[src/rtl/core/tli_pkg.sv]
package tli_pkg;

  localparam int MAX_POINTS_DEF = 1024;
  localparam int COUNT_W        = 11;
  localparam int INDEX_W        = 10;
  localparam int VAL_W          = 32;
  localparam int STATUS_W       = 2;
  localparam int DIV_STEPS      = 32;

  typedef logic signed [VAL_W-1:0] q16_t;
  typedef logic [COUNT_W-1:0]      count_t;
  typedef logic [INDEX_W-1:0]      index_t;
  typedef logic [STATUS_W-1:0]     status_t;

  localparam logic    OP_LOAD  = 1'b0;
  localparam logic    OP_QUERY = 1'b1;

  localparam status_t ST_INTERP = 2'd0;
  localparam status_t ST_LOW    = 2'd1;
  localparam status_t ST_HIGH   = 2'd2;
  localparam status_t ST_NONE   = 2'd3;

  localparam count_t  COUNT_RESET = 11'd2;

endpackage

[src/rtl/core/tli_div.sv]
// Restoring divider, one quotient bit per cycle. Needs dividend[63:32] < divisor.
module tli_div (
  input  logic        clk,
  input  logic        rst,
  input  logic        start,
  input  logic [63:0] dividend,
  input  logic [31:0] divisor,
  output logic        done,
  output logic [31:0] quotient
);

  localparam int CNT_W = $clog2(tli_pkg::DIV_STEPS);

  logic [31:0]      rem;
  logic [31:0]      lo;
  logic [31:0]      dvs;
  logic [CNT_W-1:0] cnt;
  logic             busy;
  logic [32:0]      trial;
  logic             ge;
  logic [32:0]      diff;

  always_comb begin
    trial = {rem, lo[31]};
    ge    = trial >= {1'b0, dvs};
    diff  = trial - {1'b0, dvs};
  end

  assign quotient = lo;

  always_ff @(posedge clk) begin
    if (rst) begin
      busy <= 1'b0;
      done <= 1'b0;
      cnt  <= '0;
    end else begin
      // pulse on the last step
      done <= !start && busy && (cnt == CNT_W'(tli_pkg::DIV_STEPS - 1));
      if (start) begin
        rem  <= dividend[63:32];
        lo   <= dividend[31:0];
        dvs  <= divisor;
        cnt  <= '0;
        busy <= 1'b1;
      end else if (busy) begin
        rem <= ge ? diff[31:0] : trial[31:0];
        lo  <= {lo[30:0], ge};
        cnt <= cnt + 1'b1;
        if (cnt == CNT_W'(tli_pkg::DIV_STEPS - 1)) begin
          busy <= 1'b0;
        end
      end
    end
  end

endmodule

[config.mk]
export PLATFORM = sky130hd
export DESIGN_NAME = tli_div
export DESIGN_NICKNAME = d
export VERILOG_FILES = /design/src/rtl/core/tli_pkg.sv /design/src/rtl/core/tli_div.sv
export SDC_FILE = /design/constraint.sdc
export NUM_CORES = 1
export LEC_CHECK = 0
export CORE_ASPECT_RATIO = 1.25
export CORE_MARGIN = 1
export CORE_UTILIZATION = 25
export DETAILED_ROUTE_END_ITERATION = 6
export DONT_BUFFER_PORTS = 1
export GPL_ROUTABILITY_DRIVEN = 0
export GPL_TIMING_DRIVEN = 0
export PLACE_DENSITY = 0.43
export SKIP_CTS_REPAIR_TIMING = 1
export SYNTH_ARGS = -nofsm -noshare
export SYNTH_HDL_FRONTEND = slang
export SYNTH_SLANG_ARGS = --single-unit
[constraint.sdc]
create_clock -name clk -period 13.7 [get_ports clk]
set_input_delay 2.055 -clock clk [delete_from_list [all_inputs] [get_ports clk]]
set_output_delay 2.055 -clock clk [all_outputs]
set_load 0.03 [all_outputs]
* Yosys cells after proc, flatten, opt, wreduce, memory -nomap -nowiden
Cells that the tools add are included.
Operators by class: add/subtract/negate cells 2, $lt $le $gt $ge 1, equality and inequality tests 1, muxes and demuxes 8, bitwise operators 1, reduce and logical (&&, ||, !) cells 7
Operators by type and width (number):
- $mux W32 | 5
- $ge A33 B32 Y1 | 1
- $sub A32 B32 Y32 | 1
- $add A5 B1 Y5 const B | 1
- $eq A5 B5 Y1 const B | 1
- $reduce_and A2 Y1 | 2
- $mux W1 | 3
- $logic_and A1 B1 Y1 | 2
- $reduce_bool A2 Y1 | 1
- $reduce_or A2 Y1 | 1
- $logic_not A1 Y1 | 1
- $not A1 Y1 | 1
Word-level totals: bits in registers 103, bits of input ports 99, output and inout bits 33

* Depth between registers and ports, before layout
depth after elaboration 4, depth in mapped cells 14, mapped depth without buffers 13

* Worst setup path before layout
Ideal clock, no wire load.
kind input-to-reg, start input start, end register lo[0], in the netlist quotient[0] (enable), setup time 0.486 ns, data arrival time 5.261 ns, data required time 13.214 ns, setup slack 7.953 ns, cell stages on the path 4, buffers on the path 2, cell sequence clkbuf_8 > clkbuf_1 > nor2_1 > nor2_1
Between the ends: cells in the longest elaborated chain, start to end 2
RTL lines:
- start, declared | line tli_div.sv:5 | input logic start,
- $reduce_bool A2 Y1 (no source line)
- $reduce_and A2 Y1 (no source line)
- end signal, assigned | line tli_div.sv:41 | lo <= dividend[31:0];
- end signal, assigned | line tli_div.sv:47 | lo <= {lo[30:0], ge};
- end, declared | line tli_div.sv:15 | logic [31:0] lo;
No other way between the ends. A chain may end at the register's enable or synchronous reset.

* Final worst setup path
start input start, end register rem[12] (enable)
Between the ends: cells in the longest elaborated chain, start to end 2
RTL lines:
- $reduce_bool A2 Y1 (no source line)
- $reduce_and A2 Y1 (no source line)
- end signal, assigned | line tli_div.sv:40 | rem <= dividend[63:32];
- end signal, assigned | line tli_div.sv:46 | rem <= ge ? diff[31:0] : trial[31:0];
- end, declared | line tli_div.sv:14 | logic [31:0] rem;
No other way between the ends.

==> results <==
- The total die area is 0.02485 mm^2.
- The worst setup path is launched from an input port.
- The buffers plus inverters on the worst setup path is 4.
- The leakage power total is 2.555 nW.
- The global routing usage summed across all routing layers is 0.1338.
- After detailed routing, the number of vias per cell comes to 4.682.
- The number of H-tree levels is 3.
- The placeable core region is 0.02373 mm^2.
- The DRC violation total after the first TritonRoute iteration is 164.
- The cell area power density is 126.4 mW/mm^2.
- The critical path startpoint is start.
- The clock transition at the registers of the reported paths is 0.08 ns.
- The die is 176.0 um tall.
- The number of antenna diodes is 0.
- The class of the worst hold path is flop to flop.
- The setup TNS is 0 ns.
- The die outline width is 141.2 um.
- The via count of the first global-routing pass is 4,544.
- The number of placed instances, taps included is 876.
- The final design area excluding fillers is 0.006842 mm^2.
- The number of different library cells used by synthesis comes to 63.
- At the pin with the least slew margin, the transition time is 0.7364 ns.
- The cell at the root of the clock tree is clkbuf_16.
- The cell type with the highest aggregate area in the netlist is edfxtp_1.
- For this run, asynchronously set or reset flops after synthesis account for 0.
- Of the cells placed in the final design, the portion with a size suffix greater than 1 is 0.1517.
- The synthesized design contains 96 enable-type register cells.
- The worst path meets setup with 9.944 ns of slack.
- The critical path runs through a total of 6 cells.
- The post-synthesis register bit count is 103.
- The max-capacitance violation count is 0.
- Measured against its own limit, the worst slew margin works out to 0.5091.
- The pin count of the biggest net entering global routing is 32.
- The later pin in the worst-skew pair is clocked with a latency of 0.36 ns.
- The worst hold path begins at cnt[4].
- The count of synthesis-stage warnings from yosys is 0.
- In this run the critical register-to-register path is launched from quotient[31].
- After detailed routing, the number of remaining DRC violations is 0.
- For this run, the leading register cell type out of synthesis is edfxtp_1.
- The first detailed-routing pass ran for 4 iterations.
- Detailed placement finished with a half-perimeter wire length of 12,150 um.
- The endpoint required time on the critical path is 13.75 ns.
- The CTS tree is yes.
- The critical-path cell with the highest stage delay is clkbuf_1.
- The post-route non-filler standard cell count is 892.
- CTS saw 103 sinks.
- The worst setup path is captured at a flop.
- Synthesis handed over a netlist of 548 instances.
- The worst reg2reg path depth is 13.
- The met2 track utilization from global routing is 0.2288.
- The share of synthesized area in the top cell type comes to 0.4760.
- The effective utilization at floorplan is 0.2552.
- At the placement stage, the worst setup path has a slack of 9.492 ns.
- The run finished with clean final reports.
- The area occupied by registers is 0.003023 mm^2.
- The share of the Yosys chip area taken by registers is 0.4992.
- The cell area reported after detailed placement is 0.006553 mm^2.
- The count of pins on the block boundary is 132.
- Across all register-to-register paths, the minimum setup slack is 10.01 ns.
- The number of hold-slack violations in the final timing report came to 0.
- By startpoint and endpoint, the worst setup path is classified as input port to flop.
- The number of buffers created by CTS is 9.
- The post-detailed-routing wire length is 16,010 um.
- The arrival time at the worst endpoint is 3.80 ns.
- The number of cell rows is 63.
- The number of slew-limit violations in the final report is 0.
- The clock arrives with 0.01244 ns of skew.
- For this run, the slowest stage of the critical path takes 0.53 ns.
- In the global route stage, met1 resource usage came out at 0.1598.
- The met3 demand-to-capacity share in global routing is 0.04557.
- The remaining number of nets flagged by the antenna check after routing is 0.
- Dividing the final minimum period by the clock period gives 0.2741.
- The total global routing overflow is 0.
- The maximum fanout encountered on the critical timing path is 31.
- After synthesis the cells add up to 0.006056 mm^2.
- The first-pass GRT wire length is 25,140 um.
- For this block, the via count after detailed routing is 4,176.
- The number of filler cells placed in the layout is 2,462.
- The fmax is 266.3 MHz.
- The mean instance size in the synthesized netlist is 11.05 um^2.
- No sink is reached through more buffers than the 2 on the longest clock path.
- The time the final worst path needs with I/O delays and setup is 3.756 ns.
- The worst voltage drop across the vdd grid is 0.06293 mV.
- In this run the critical register-to-register path is captured at rem[30].
- The critical path goes through clkbuf_8 > clkbuf_1 > nor2_1 > nor2_4 > buf_16 > buf_12.
- The number of nets in the synthesized netlist is 682.
- Summing all multi-input logic gate instances after layout gives 0.002743 mm^2.
- The number of nets in the finished design is 696.
- By area the synthesized netlist is led by edfxtp_1 48%, ha_1 7.0%, mux2_2 6.1%.
- The count of buffers from port buffering is 0.
- The total power consumption of the routed design is 0.8649 mW.
- The layer with the highest usage is met2.
- The capturing element of the worst setup path is rem[12].
- In the final routed layout, each cell accounts on average for 17.94 um.
- The area overhead of the layout relative to synthesis is 12.98%.
- The number of antenna violations at the first check in global routing was 0.
- Setup repair after global routing left no endpoint under its margin.
- The count of endpoints failing setup in the final report is 0.
- The cell family with the largest share of critical-path delay is buffers and inverters.
[synthesized netlist by cell type, drive strengths merged, types with 14 or more instances]
cell	number
ha	34
edfxtp	96
a21o	14
inv	44
nand2	60
xnor2	18
a31oi	25
o21ai	21
nor2	46
clkbuf	14
a21oi	34
mux2	33
[routing by layer]
layer / up-vias / routed length [um] / part of all wire
met3: 9 / 1169 / 0.073
met2: 127 / 7842 / 0.49
met1: 1999 / 6840 / 0.43
met5: - / 0 / 0
li1: 2041 / - / -
met4: 0 / 154 / 0.0096
[per-stage QoR]
| step | util | hold slack [ns] |
|---|---|---|
| 5_1_grt | 0.2884 | 0.5440 |
| 6_report | 0.2884 | 0.5245 |
| 3_3_place_gp | 0.2724 | 0.4851 |
| 3_5_place_dp | 0.2762 | 0.5129 |
| 4_1_cts | 0.2884 | 0.5309 |
| 2_1_floorplan | - | 0.4672 |
[flip-flops by register name (all words and copies together), names as in the netlist]
register,cells
rem,32
done,1
dvs,32
busy,1
cnt,5
quotient,32
[how the worst min path moves through the flow]
stage	endpoint	depth (start not counted)	slack, ns
floorplan	cnt[4]	2	0.47
global placement	cnt[4]	2	0.49
detailed placement	cnt[4]	2	0.51
CTS	cnt[4]	2	0.53
global route	cnt[4]	2	0.54
finish	cnt[4]	2	0.52
[area by class of cell]
| cell class | instances | share of cell area |
|---|---|---|
| plain buffers | 22 | 0.02048 |
| repair buffers | 3 | 0.01097 |
| inverters | 44 | 0.02414 |
| flip-flops and latches | 103 | 0.4418 |
| well taps | 325 | 0.05944 |
| multi-input cells | 379 | 0.4009 |
| clock inverters | 6 | 0.008778 |
| clock buffers | 10 | 0.03347 |
[cell usage in the layout (no fill, tap or decap), types with 3 or more instances in the layout]
cell type | synthesis | final
buf_2 | 3 | 3
xnor2_1 | 18 | 18
nor3_1 | 5 | 5
edfxtp_1 | 96 | 96
clkbuf_16 | 0 | 9
a211o_1 | 3 | 3
xor2_1 | 8 | 8
a21o_2 | 5 | 5
ha_1 | 34 | 34
clkbuf_1 | 12 | 13
buf_6 | 4 | 4
o21ai_0 | 19 | 19
a21oi_1 | 34 | 34
nand4_1 | 4 | 4
o2bb2ai_1 | 3 | 3
o21a_1 | 3 | 3
a31oi_1 | 25 | 25
inv_1 | 44 | 44
mux2_2 | 33 | 33
a21o_1 | 9 | 9
and4_1 | 3 | 3
o21bai_1 | 3 | 3
dfxtp_1 | 7 | 7
mux2i_1 | 7 | 7
inv_8 | 0 | 3
nor2_1 | 45 | 43
nand2_1 | 60 | 60
a211oi_1 | 3 | 3
nand3_1 | 8 | 8
a2bb2oi_1 | 3 | 3
[power by group]
| group | leakage (nW) | switching, mW | internal, mW |
|---|---|---|---|
| sequential | 0.964 | 0.0240 | 0.375 |
| clock | 0.143 | 0.131 | 0.129 |
| combinational | 1.45 | 0.117 | 0.0886 |
| total | 2.56 | 0.272 | 0.592 |
[kinds of logic (layout without fill, tap and decap cells)]
group           Yosys count  in the layout  share of synthesized area
mux                      40             40                    0.07293
simple gates            146            146                     0.1110
xor+xnor                 26             26                    0.03760
flops                   103            103                     0.4992
fa+ha+maj                35             35                    0.07355
buf+inv                  66             85                    0.05041
compound gates          132            132                     0.1554
[worst register-to-register path, cell delays in order (launching register included)]
cell,delay (ns)
edfxtp_1,0.57
inv_1,0.12
ha_1,0.17
inv_1,0.06
fa_1,0.42
a21o_2,0.25
a221oi_1,0.51
or3_4,0.26
a2111oi_4,0.08
a2111oi_2,0.50
o21ai_0,0.16
xor2_1,0.16
nand2_1,0.07
a31oi_1,0.08
Power figures use the tool's default switching activity.
